## src/sv/fpes_pkg.sv

```systemverilog
package fpes_pkg;

  localparam int unsigned AddrW  = 32;
  localparam int unsigned DataW  = 64;
  localparam int unsigned HalfW  = 16;
  localparam int unsigned StepW  = 16;
  localparam int unsigned CountW = 8;

  localparam logic [AddrW-1:0]  NoAddress     = '1;
  localparam logic [AddrW-1:0]  HalfWordStep  = AddrW'(2);
  localparam logic [StepW-1:0]  PageStepReset = StepW'(1024);

  typedef enum logic [1:0] {
    FuncProgram   = 2'd0,
    FuncPageErase = 2'd1,
    FuncMassErase = 2'd2,
    FuncComplete  = 2'd3
  } func_e;

  typedef enum logic [1:0] {
    WidthHalf   = 2'd0,
    WidthWord   = 2'd1,
    WidthDouble = 2'd2,
    WidthWide   = 2'd3
  } width_e;

  typedef enum logic [1:0] {
    KindNone = 2'd0,
    KindProg = 2'd1,
    KindPage = 2'd2,
    KindMass = 2'd3
  } kind_e;

  typedef enum logic [1:0] {
    CmdNone     = 2'd0,
    CmdWriteHw  = 2'd1,
    CmdErasePg  = 2'd2,
    CmdEraseAll = 2'd3
  } cmd_e;

  typedef enum logic [1:0] {
    FaultNone    = 2'd0,
    FaultProtect = 2'd1,
    FaultProgram = 2'd2,
    FaultSpare   = 2'd3
  } fault_e;

  typedef struct packed {
    func_e              func;
    width_e             width;
    logic [AddrW-1:0]   start_address;
    logic [DataW-1:0]   payload;
    logic [CountW-1:0]  page_count;
    logic               protect_fault;
    logic               program_fault;
  } item_t;

  typedef struct packed {
    cmd_e               command;
    logic [AddrW-1:0]   command_address;
    logic [HalfW-1:0]   command_data;
    logic               job_done;
    fault_e             fault_code;
    logic [AddrW-1:0]   fault_address;
    logic               active;
  } result_t;

endpackage

```

## src/sv/flash_program_erase_sequencer_unit.sv

```systemverilog
// An item passes the input register, then the result register, before its
// result is presented; out_ready_i low can hold it in between.
// Throughput: one item per cycle; the input stage refills in the cycle the
// result register is freed, so only out_ready_i low stalls the block.
// Reset (rst_ni low, asynchronous): no job, page step 1024, both stages empty.
module flash_program_erase_sequencer_unit (
  input  logic                             clk_i,
  input  logic                             rst_ni,
  input  logic                             in_valid_i,
  output logic                             in_ready_o,
  input  logic [1:0]                       func_i,
  input  logic [1:0]                       width_i,
  input  logic [fpes_pkg::AddrW-1:0]       start_address_i,
  input  logic [fpes_pkg::DataW-1:0]       payload_i,
  input  logic [fpes_pkg::CountW-1:0]      page_count_i,
  input  logic                             protect_fault_i,
  input  logic                             program_fault_i,
  input  logic                             cfg_we_i,
  input  logic [fpes_pkg::StepW-1:0]       cfg_wdata_i,
  output logic                             out_valid_o,
  input  logic                             out_ready_i,
  output logic [1:0]                       command_o,
  output logic [fpes_pkg::AddrW-1:0]       command_address_o,
  output logic [fpes_pkg::HalfW-1:0]       command_data_o,
  output logic                             job_done_o,
  output logic [1:0]                       fault_code_o,
  output logic [fpes_pkg::AddrW-1:0]       fault_address_o,
  output logic                             active_o
);

  fpes_pkg::item_t   in_item, stage_item;
  fpes_pkg::result_t core_res, res_q;
  logic              stage_valid, advance;
  logic              out_valid_d, out_valid_q;

  always_comb begin
    in_item.func          = fpes_pkg::func_e'(func_i);
    in_item.width         = fpes_pkg::width_e'(width_i);
    in_item.start_address = start_address_i;
    in_item.payload       = payload_i;
    in_item.page_count    = page_count_i;
    in_item.protect_fault = protect_fault_i;
    in_item.program_fault = program_fault_i;
  end

  // advance when the result register is empty or being drained
  assign advance = stage_valid && (!out_valid_q || out_ready_i);

  fpes_in_stage u_in_stage (
    .clk_i      (clk_i),
    .rst_ni     (rst_ni),
    .in_valid_i (in_valid_i),
    .in_ready_o (in_ready_o),
    .item_i     (in_item),
    .advance_i  (advance),
    .valid_o    (stage_valid),
    .item_o     (stage_item)
  );

  fpes_core u_core (
    .clk_i       (clk_i),
    .rst_ni      (rst_ni),
    .cfg_we_i    (cfg_we_i),
    .cfg_wdata_i (cfg_wdata_i),
    .step_i      (advance),
    .item_i      (stage_item),
    .result_o    (core_res)
  );

  always_comb begin
    out_valid_d = out_valid_q;
    if (advance) begin
      out_valid_d = 1'b1;
    end else if (out_ready_i) begin
      out_valid_d = 1'b0;
    end
  end

  always_ff @(posedge clk_i or negedge rst_ni) begin
    if (!rst_ni) begin
      out_valid_q <= 1'b0;
    end else begin
      out_valid_q <= out_valid_d;
    end
  end

  always_ff @(posedge clk_i) begin
    if (advance) begin
      res_q <= core_res;
    end
  end

  assign out_valid_o       = out_valid_q;
  assign command_o         = res_q.command;
  assign command_address_o = res_q.command_address;
  assign command_data_o    = res_q.command_data;
  assign job_done_o        = res_q.job_done;
  assign fault_code_o      = res_q.fault_code;
  assign fault_address_o   = res_q.fault_address;
  assign active_o          = res_q.active;

endmodule

```

## src/sv/fpes_in_stage.sv

```systemverilog
module fpes_in_stage (
  input  logic          clk_i,
  input  logic          rst_ni,
  input  logic          in_valid_i,
  output logic          in_ready_o,
  input  fpes_pkg::item_t item_i,
  input  logic          advance_i,
  output logic          valid_o,
  output fpes_pkg::item_t item_o
);

  logic            valid_d, valid_q;
  fpes_pkg::item_t item_q;
  logic            take;

  assign in_ready_o = !valid_q || advance_i;
  assign take       = in_valid_i && in_ready_o;

  always_comb begin
    valid_d = valid_q;
    if (take) begin
      valid_d = 1'b1;
    end else if (advance_i) begin
      valid_d = 1'b0;
    end
  end

  always_ff @(posedge clk_i or negedge rst_ni) begin
    if (!rst_ni) begin
      valid_q <= 1'b0;
    end else begin
      valid_q <= valid_d;
    end
  end

  // hold the item until the core consumes it
  always_ff @(posedge clk_i) begin
    if (take) begin
      item_q <= item_i;
    end
  end

  assign valid_o = valid_q;
  assign item_o  = item_q;

endmodule

```

## src/sv/fpes_core.sv

```systemverilog
module fpes_core (
  input  logic                          clk_i,
  input  logic                          rst_ni,
  input  logic                          cfg_we_i,
  input  logic [fpes_pkg::StepW-1:0]    cfg_wdata_i,
  input  logic                          step_i,
  input  fpes_pkg::item_t               item_i,
  output fpes_pkg::result_t             result_o
);

  fpes_pkg::kind_e                  kind_d, kind_q;
  logic [fpes_pkg::CountW-1:0]      steps_d, steps_q;
  logic [fpes_pkg::AddrW-1:0]       addr_d, addr_q;
  logic [fpes_pkg::DataW-1:0]       data_d, data_q;
  logic [fpes_pkg::StepW-1:0]       page_step_q;
  logic [fpes_pkg::CountW-1:0]      steps_dec;
  logic [fpes_pkg::DataW-1:0]       data_shift;
  fpes_pkg::result_t                res;

  assign steps_dec  = steps_q - fpes_pkg::CountW'(1);
  assign data_shift = data_q >> fpes_pkg::HalfW;

  always_comb begin
    kind_d  = kind_q;
    steps_d = steps_q;
    addr_d  = addr_q;
    data_d  = data_q;
    res     = '0;
    case (item_i.func)
      fpes_pkg::FuncProgram: begin
        kind_d = fpes_pkg::KindProg;
        case (item_i.width)
          fpes_pkg::WidthHalf: steps_d = fpes_pkg::CountW'(1);
          fpes_pkg::WidthWord: steps_d = fpes_pkg::CountW'(2);
          default:             steps_d = fpes_pkg::CountW'(4);
        endcase
        addr_d              = item_i.start_address;
        data_d              = item_i.payload;
        res.command         = fpes_pkg::CmdWriteHw;
        res.command_address = item_i.start_address;
        res.command_data    = item_i.payload[fpes_pkg::HalfW-1:0];
      end
      fpes_pkg::FuncPageErase: begin
        kind_d              = fpes_pkg::KindPage;
        steps_d             = (item_i.page_count == '0) ? fpes_pkg::CountW'(1)
                                                        : item_i.page_count;
        addr_d              = item_i.start_address;
        res.command         = fpes_pkg::CmdErasePg;
        res.command_address = item_i.start_address;
      end
      fpes_pkg::FuncMassErase: begin
        kind_d      = fpes_pkg::KindMass;
        steps_d     = fpes_pkg::CountW'(1);
        addr_d      = fpes_pkg::NoAddress;
        res.command = fpes_pkg::CmdEraseAll;
      end
      default: begin
        if (item_i.protect_fault || item_i.program_fault) begin
          // abort: report where the failing step was
          res.fault_code    = item_i.program_fault ? fpes_pkg::FaultProgram
                                                   : fpes_pkg::FaultProtect;
          res.fault_address = addr_q;
          kind_d            = fpes_pkg::KindNone;
          steps_d           = '0;
          addr_d            = fpes_pkg::NoAddress;
        end else if (kind_q == fpes_pkg::KindPage || kind_q == fpes_pkg::KindProg) begin
          steps_d = steps_dec;
          if (steps_dec != '0) begin
            if (kind_q == fpes_pkg::KindPage) begin
              addr_d      = addr_q + {{(fpes_pkg::AddrW-fpes_pkg::StepW){1'b0}}, page_step_q};
              res.command = fpes_pkg::CmdErasePg;
            end else begin
              addr_d           = addr_q + fpes_pkg::HalfWordStep;
              data_d           = data_shift;
              res.command      = fpes_pkg::CmdWriteHw;
              res.command_data = data_shift[fpes_pkg::HalfW-1:0];
            end
            res.command_address = addr_d;
          end else begin
            res.job_done = 1'b1;
            kind_d       = fpes_pkg::KindNone;
            addr_d       = fpes_pkg::NoAddress;
          end
        end else if (kind_q == fpes_pkg::KindMass) begin
          res.job_done = 1'b1;
          kind_d       = fpes_pkg::KindNone;
          steps_d      = '0;
          addr_d       = fpes_pkg::NoAddress;
        end
      end
    endcase
    res.active = (kind_d != fpes_pkg::KindNone);
  end

  always_ff @(posedge clk_i or negedge rst_ni) begin
    if (!rst_ni) begin
      kind_q  <= fpes_pkg::KindNone;
      steps_q <= '0;
      addr_q  <= fpes_pkg::NoAddress;
      data_q  <= '0;
    end else if (step_i) begin
      kind_q  <= kind_d;
      steps_q <= steps_d;
      addr_q  <= addr_d;
      data_q  <= data_d;
    end
  end

  always_ff @(posedge clk_i or negedge rst_ni) begin
    if (!rst_ni) begin
      page_step_q <= fpes_pkg::PageStepReset;
    end else if (cfg_we_i) begin
      page_step_q <= cfg_wdata_i;
    end
  end

  assign result_o = res;

endmodule
```

## config.mk

```make
export PLATFORM = sky130hd
export DESIGN_NAME = flash_program_erase_sequencer_unit
export DESIGN_NICKNAME = d
export VERILOG_FILES = /design/src/sv/fpes_pkg.sv /design/src/sv/flash_program_erase_sequencer_unit.sv /design/src/sv/fpes_in_stage.sv /design/src/sv/fpes_core.sv
export SDC_FILE = /design/constraint.sdc
export NUM_CORES = 1
export LEC_CHECK = 0
export CAP_MARGIN = 20
export CORE_ASPECT_RATIO = 0.75
export CORE_MARGIN = 2
export CORE_UTILIZATION = 35
export DETAILED_ROUTE_END_ITERATION = 7
export DONT_BUFFER_PORTS = 1
export PLACE_DENSITY = 0.49
export SLEW_MARGIN = 10
export SYNTH_ARGS = -nofsm -noshare
export SYNTH_HDL_FRONTEND = slang
export SYNTH_SLANG_ARGS = --single-unit
export TNS_END_PERCENT = 10
```

## constraint.sdc

```tcl
create_clock -name clk_i -period 5.75 [get_ports clk_i]
set_input_delay 1.15 -clock clk_i [delete_from_list [all_inputs] [get_ports clk_i]]
set_output_delay 1.15 -clock clk_i [all_outputs]
set_load 0.05 [all_outputs]
```

==> results of run 1 <==
worst paths after layout:
path,startpoint,end,slack [ns],depth (start not counted)
min in group clk_i,u_in_stage.item_o[32],u_core.data_q[22],0.47,2
setup reg to reg,u_in_stage.item_o[109],u_core.data_q[20],2.02,7
hold reg to reg,u_in_stage.item_o[32],u_core.data_q[22],0.47,2
hold / removal,rst_ni,u_core.page_step_q[2],0.34,0
max in group asynchronous,rst_ni,u_core.addr_q[25],5.13,0
setup / recovery,u_in_stage.item_o[109],u_core.data_q[20],2.02,7
final cells by class:
cell class | count | area share (%)
Inverter | 19 | 0.466
Clock buffer | 44 | 6.07
Clock inverter | 20 | 1.28
Tap cell | 512 | 4.18
Sequential cell | 304 | 56.3
Timing Repair Buffer | 23 | 1.13
Multi-Input combinational cell | 697 | 30.5
Antenna cell | 3 | 0.0490
through the flow:
stage	util (%)	power, W	setup slack [ns]	area (µm²)
floorplan	-	0.00386	0.671	13600
global placement	37.0	0.00418	2.18	14200
detailed placement	37.0	0.00420	2.04	14200
CTS	40.0	0.00642	2.01	15300
global route	40.0	0.00666	1.85	15300
finish	40.0	0.00637	2.02	15300
kinds of logic (layout without fill, tap and decap cells):
kind of cell | Yosys count | in the layout | synth area share, %
adders and majority gates | 29 | 29 | 2.72
xor gates and xnor gates | 42 | 42 | 2.76
other | 0 | 3 | 0
muxes | 24 | 24 | 1.90
and+or+nand+nor | 249 | 249 | 9.09
AOI/OAI and AO/OA | 353 | 353 | 17.6
buffers and inverters | 79 | 106 | 2.54
DFF | 304 | 304 | 63.4
layout by cell type, fill, tap and decap left out, drive strengths merged, types with 33 or more instances in the layout:
cell / instances
nor2: 64
clkbuf: 44
edfxtp: 196
a22oi: 67
a22o: 41
dfrtp: 75
dfstp: 33
nand2: 65
o21ai: 98
a21oi: 59
power groups by stage:
stage	Combinational, W	Clock [W]	Sequential (W)
5_1_grt	0.00115	0.00235	0.00317
6_report	0.00103	0.00220	0.00314
4_1_cts	0.00103	0.00226	0.00313
2_1_floorplan	0.000802	0	0.00305
3_5_place_dp	0.00102	0	0.00317
3_3_place_gp	0.00101	0	0.00317
sequential cells by signal (all words and copies together) (netlist names):
signal / cells
u_in_stage.item_o: 110
fault_address_o: 32
u_in_stage.valid_o: 1
u_core.kind_q: 2
command_address_o: 32
command_o: 2
job_done_o: 1
fault_code_o: 2
command_data_o: 16
u_core.addr_q: 32
active_o: 1
u_core.page_step_q: 16
out_valid_o: 1
u_core.data_q: 48
u_core.steps_q: 8
metal layers:
metal | up-vias | GRT usage [%]
met1 | 4541 | 30.3
met5 | - | 0
li1 | 4118 | -
met3 | 35 | 4.34
met2 | 355 | 26.4
met4 | 2 | 3.82
critical path, stage by stage (launching register included):
cell and delay (ns):
edfxtp_1 0.46, clkinv_1 0.64, ha_1 0.72, or3_1 0.44, buf_4 0.27, nor2_4 0.71, a22oi_1 0.15, o21ai_0 0.21
==> summary by stage, run 1 <==
Cells and area
In the final layout, the share of cells above drive strength 1 is 13.6%. After filler insertion, the fill cell instance count of the layout stands at around 3600. The final cell count without fillers is 1622. Compared with the post-synthesis result, the final layout area differs by 12.5%. The final layout contains 1240 nets. The area used by sequential logic in the layout is 0.00863 mm². The multi-input combinational cells in the finished layout cover a total of 0.00467 mm².

Synth
The share of synthesized area in the top cell type comes to 43.2%. The number of nets handed over by synthesis was 1240. The total of flip-flops plus latches after synthesis is a little over 300. By count the netlist is led by edfxtp_1, o21ai_0, dfrtp_1. edfxtp_1 is the most common cell in the netlist. The mapped netlist covers 0.0136 mm². The most used flip-flop cell after synthesis is edfxtp_1. The mean cell area of the mapped netlist is 12.6 µm². The number of flops mapped to enable cells by yosys is about 200. Yosys attributes the largest share of cell area to edfxtp_1, dfrtp_1, dfstp_2.

The number of instances in the synthesized netlist is 1080. Sequential cells were found to cover 63.4% of the synthesized design area. Yosys mapped the design onto 69 distinct sky130hd cell types. edfxtp_1 takes more of the synthesized area than any other cell. The Yosys step of the flow raised 0 warnings. In the synthesized netlist the async set-or-reset flop fraction comes to 35.5%.

Route
The detailed-routed wire length on met3 is 2970 µm. In the final routing, the length of wire on met1 measures 19500 µm. The met2 wire length is 16400 µm.

The DRC violation count after routing is 0. After detailed routing, the average wire length per cell comes to 24.2 µm. For this run, the detailed router's first-pass iteration total came to 6. Using the TritonRoute via totals, the vias-per-cell ratio works out to around 5.6. The number of routed nets with antenna violations is 0.

The top layer reached by signal wires is met5. The initial DRC count is between 800 and 900. The detailed router placed about 9100 vias in this run.

Wires add up to 39300 µm.

Global routing
The total global-route track usage is 19.1%. The initial antenna violation count is 3. The first-pass GRT wire length is 58100 µm. Entering global routing, the biggest net connects 109 pins. The global route total overflow is 0. The via count of the first global-routing pass is between 8000 and 9000.

Worst hold path
The worst hold path class is in -> async.

Power
In this run the power density over the cells is 416 mW/mm². The share of total power in the clock network is 34.6%. The internal power is between 0.004 and 0.005 W. In this run the static leakage power is between 5 and 6 nW. Summed over all nets, the switching power comes to approximately 0.002 W. The combinational share of power is ~16%. Registers are responsible for between 40% and 50% of the overall power. VDD sags by at most about 0.18 mV. Net switching is 31.1% of the power.

Clocking
The maximum level of the CTS H-tree is 2. The number of clock buffers added by TritonCTS is 35. In this run the deepest clock path goes through 3 buffers. The tree is rooted in a clkbuf_16. Post-CTS repair changed the size of 0 cells. After clock tree synthesis, the clock-pin slew on the worst setup and hold paths is roughly 0.060 ns. TritonCTS built the clock tree.

The number of setup buffers added after CTS is 0. The number of buffers inserted for hold repair after clock tree synthesis is 0. The number of sinks driven by the clock tree is 304.

The clock latency reported for the late side of the worst-skew pair is between 0.5 and 0.6 ns.

Setup path
The arrival time at the worst endpoint is 4.17 ns. The type of the worst setup path is reg -> reg. The worst-path maximum fanout is 35. The required time at the endpoint of the critical path is 6.18 ns. The element type at the critical path end is a register. The launching element type of the critical path is a register.

Timing
Subtracting the final worst setup slack from the clock period gives between 3 and 4 ns. Summed over all failing endpoints, the final setup total negative slack is 0 ns. The slew at the pin closest to its max-slew limit is 0.923 ns. For this run, the top clock speed supported by timing is 0.268 GHz. Measured against its own limit, the worst slew margin works out to 37.9%.

Setup repair after global routing left no endpoint under its margin. The post-route clock period utilization is 65.0%. The final clock skew is ~0.026 ns. Setup violations remaining at the end of the flow were counted as 0. The worst hold margin is ~0.34 ns. The max-slew violation count is 0. The total count of hold-check failures in the final report is 0.

Floorplan
The width of the die is about 230 µm. After floorplanning, the core was divided into between 60 and 70 placement rows. The area of the placeable core is 0.0383 mm².

Once the floorplan was initialized, standard cells occupied 35.5% of the core. The die covers between 0.04 and 0.05 mm². The count of pins on the block boundary is between 200 and 250. From bottom edge to top edge, the die measures 175 µm.

Outcome
The run finished with clean final reports.

Place
The final weighted congestion of routability-driven global placement is around 0.83. The count of buffers added on input and output ports is 0. The wire-length estimate of the detail-placed layout is 26500 µm.

The count of placed standard cells including taps is 1555.

Flow run
The max-capacitance violation count is 0.
Note: power is estimated with default switching activity, not from simulation.
==> run 2: changes to the inputs <==
- ABC_AREA: default -> 1
- clock period: 5.75 -> 3.4 ns (I/O delays scaled with it)
==> run 2 against run 1 <==
  * Routed wire length rose by 12%
  * Via count rose by 19%
  * Critical endpoint is now u_core.data_q[57]
  * First-iteration DRC count rose by 5.8%
  * Largest cell class unchanged
==> summary by stage, run 2 <==
Route
The detail-routed net length per standard cell is 20.8 µm. The first TritonRoute pass finished after 6 iterations. The initial DRC count is 915. The detail route stage leaves a number of antenna-violating nets equal to 0. After detailed routing, the number of remaining DRC violations is 0.

The via count of the routed design is 10800. Wires add up to 44100 µm. The vias per cell is 5.08.

Synth
The number of nets in the synthesized netlist is 1696. The largest family of logic cells by synthesized area is simple AND/OR/NAND/NOR gates. The synthesized netlist devotes 0.658% of its cell area to XOR and XNOR gates. The post-synthesis sequential area ratio is slightly below 60%. The library cell with the largest summed area after synthesis is edfxtp_1. The most frequently used cell type in the post-synthesis netlist is nand2_1. The commonest register cell after synthesis is edfxtp_1.

The total of warnings raised by yosys is 0. The commonest cells after synthesis are nand2_1, edfxtp_1, inv_1. The fraction of registers with async set or reset after synthesis is 35.5%. The number of flops mapped to enable cells by yosys is 196. Sorting the synthesized cells by area gives the leading types as edfxtp_1, dfrtp_1, nand2_1.

The number of instances in the synthesized netlist is 1536. The fraction of synthesized area in multiplexers is 3.34%. The cell area after synthesis is around 0.015 mm².

The synthesized netlist devotes 8.14% of its cell area to compound gates. The count of different cell masters after synthesis is 42. The simple logic cell fraction of the synthesized area is roughly a fifth. After synthesis, the largest area contributor takes up approximately two fifths of total cell area.

In this run, synthesis produced a sequential element count of between 300 and 400. The average instance in the mapped netlist occupies 9.53 µm². The share of synthesized cell area in full adder, half adder and majority cells is about 2.5%.

Outcome
The run finished with clean final reports.

Clocking
Post-CTS repair changed the size of 0 cells. The CTS clock-pin slew for the worst setup and hold paths is 0.07 ns. The clock latency reported for the late side of the worst-skew pair is ~0.56 ns.

The maximum buffer depth of the clock tree is 3. Clock tree synthesis found a total of just over 300 sinks. TritonCTS created 31 clock buffers. The maximum level of the CTS H-tree is 1. The number of buffers added for setup after CTS is 0. The tree is rooted in a clkbuf_16. TritonCTS built the clock tree.

Floorplan
The row count is 64. The initial standard-cell utilization of the core is 35.7%. The core region is 0.0410 mm². The die span in y is 181 µm.

The width of the die is 240 µm. For this design the top-level I/O count stands at 219. The die covers around 0.043 mm².

Global routing
The first-pass GRT wire length is between 60000 and 70000 µm. The initial antenna violation count is 4. The pin count of the biggest net entering global routing is around 110.

The total global-route track usage is 20.3%. The via count of the first global-routing pass is between 10000 and 15000. The total overflow left after global routing is 0.

Cells and area
The library cells used most frequently in the layout, excluding fill and tap cells, are nand2_1, edfxtp_1, inv_1. Once layout is complete, the cells apart from fillers number 2120. Of the cells placed in the final design, the portion with a size suffix greater than 1 is 10.5%. The utilization after layout is 39.9%. Leaving out fill and tap cells, the most frequent cell in the layout is nand2_1. The number of fillers in the final layout is about 4100. The register with the most flip-flops in the layout has 110 of them. At the end of the flow, the number of nets in the layout was 1693. Relative to the synthesized area, the layout overhead comes to 11.7%.

Setup path
STA classifies the critical path endpoint as a register. The launching element type of the critical path is a register. The startpoint of the worst setup timing path is u_core.steps_q[0]. Setup slack on the worst reg-to-reg path comes out at 0.51 ns. For the worst flop-to-flop path, the logic depth is 13. The arrival time at the worst endpoint is 3.38 ns. The reg-to-reg endpoint is u_core.data_q[57].

Along the worst path, the maximum fanout reaches 43. By startpoint and endpoint, the worst setup path is classified as reg -> reg. The most critical setup path has its endpoint at u_core.data_q[57]. The launch instance of the worst register-to-register path is u_core.steps_q[0]. The required time at the endpoint of the critical path is 3.89 ns.

Timing
Setup repair after global routing left no endpoint under its margin. The final total negative setup slack is 0 ns. The worst pin sits at a relative slew slack of roughly a third.

At the pin with the least slew margin, the transition time is just under 1 ns. Derived from the worst setup path, the maximum achievable clock frequency is 0.346 GHz. The total count of hold-check failures in the final report is 0. The final critical path takes up 85.1% of the cycle. Setup violations remaining at the end of the flow were counted as 0. The max-slew violation count is 0.

Across the routed clock network, the largest skew measured is around 0.013 ns. The worst path in the final design needs a cycle of between 2 and 3 ns, including I/O delays and setup.

Place
The HPWL reported at the end of detailed placement is 31400 µm. Once placement completed, the tool counted placed cells totaling 2057. The total of buffers placed on input and output ports is 0. At the end of routability-driven placement, the weighted congestion stood at between 0.9 and 1.

Flow run
Max-cap violations in this run came to 0.

Worst hold path
In this run the worst hold path is classified as in -> async.

Power
The total power per unit cell area is 767 mW/mm². Overall power consumption after layout is estimated at 0.0126 W. The peak supply drop is between 0.4 and 0.5 mV. For this design the static power due to leakage is 6.89 nW.
==> run 2: cell count changes after synthesis, sizes merged, moves of 19 or more <==
cell   change
a22o      -41
a22oi     -51
a31oi     +20
and2      -30
inv      +116
mux2i     +23
nand2    +389
nand3     +96
nor2      +67
xnor2     -19
==> run 2: cell type report <==
type | count | area [µm²] | area share [%]
Antenna cell | 3 | 7.51 | 0.0459
Clock buffer | 34 | 787 | 4.81
Clock inverter | 22 | 189 | 1.16
Inverter | 136 | 518 | 3.17
Multi-Input combinational cell | 1037 | 5250 | 32.1
Sequential cell | 304 | 8630 | 52.8
Tap cell | 561 | 702 | 4.29
Timing Repair Buffer | 23 | 270 | 1.65
==> run 2: cells by family after synthesis <==
group | after synthesis
flip-flops | 304
XOR/XNOR | 11
AND/OR/NAND/NOR | 739
adder cells (fa/ha/maj) | 29
AO/OA/AOI/OAI | 210
buffers and inverters | 196
multiplexers | 47
==> run 2: worst min-delay path by stage <==
| stage | startpoint | to | slack, ns | depth (start not counted) |
|---|---|---|---|---|
| 3_3_place_gp | rst_ni | u_core.page_step_q[0] | 0.39 | 0 |
| 3_5_place_dp | rst_ni | u_core.page_step_q[3] | 0.39 | 0 |
| 5_1_grt | rst_ni | u_core.page_step_q[9] | 0.05 | 1 |
| 6_report | rst_ni | u_core.page_step_q[9] | 0.02 | 1 |
| 2_1_floorplan | rst_ni | out_valid_o | 0.38 | 0 |
| 4_1_cts | rst_ni | u_core.page_step_q[9] | 0.05 | 1 |
==> run 2: worst max-delay path, cell delays in order (launching register included) <==
cell and delay, ns:
dfrtp_1 0.40, inv_2 0.10, ha_1 0.25, xnor2_1 0.16, nand2_1 0.10, nor3_2 0.27
nand3_2 0.18, nand2_4 0.15, buf_4 0.21, o21ai_2 0.09, nand2_4 0.38, buf_4 0.38
nand2_2 0.08, o21ai_2 0.06
==> run 2: timing repair <==
action / in CTS / in global routing
hold buffers: 1 / 0
hold endpoints to repair: 108 / 0
setup endpoints to repair: 0 / 1
==> run 2: layer usage <==
metal	routed length, µm	part of all wire, %	up-vias	GRT usage (%)
met5	32	0.073	-	0
met4	867	2.0	4	4.50
met3	3350	7.6	60	4.29
met2	18800	43	348	29.7
met1	21100	48	5161	30.6
li1	-	-	5186	-
==> run 2: metrics by stage <==
stage / instance area [µm²] / worst slack, ns / hold WS (ns)
CTS: 16300 / 0.239 / 0.0478
detailed placement: 15300 / 0.218 / 0.391
global placement: 15300 / 0.401 / 0.391
finish: 16400 / 0.508 / 0.0180
floorplan: 14700 / 0.135 / 0.384
global route: 16400 / 0.321 / 0.0453
==> run 2: where the power goes <==
| part | internal (W) | switching [W] |
|---|---|---|
| logic | 0.00101 | 0.00227 |
| registers | 0.00479 | 0.00113 |
| clock network | 0.00189 | 0.00146 |
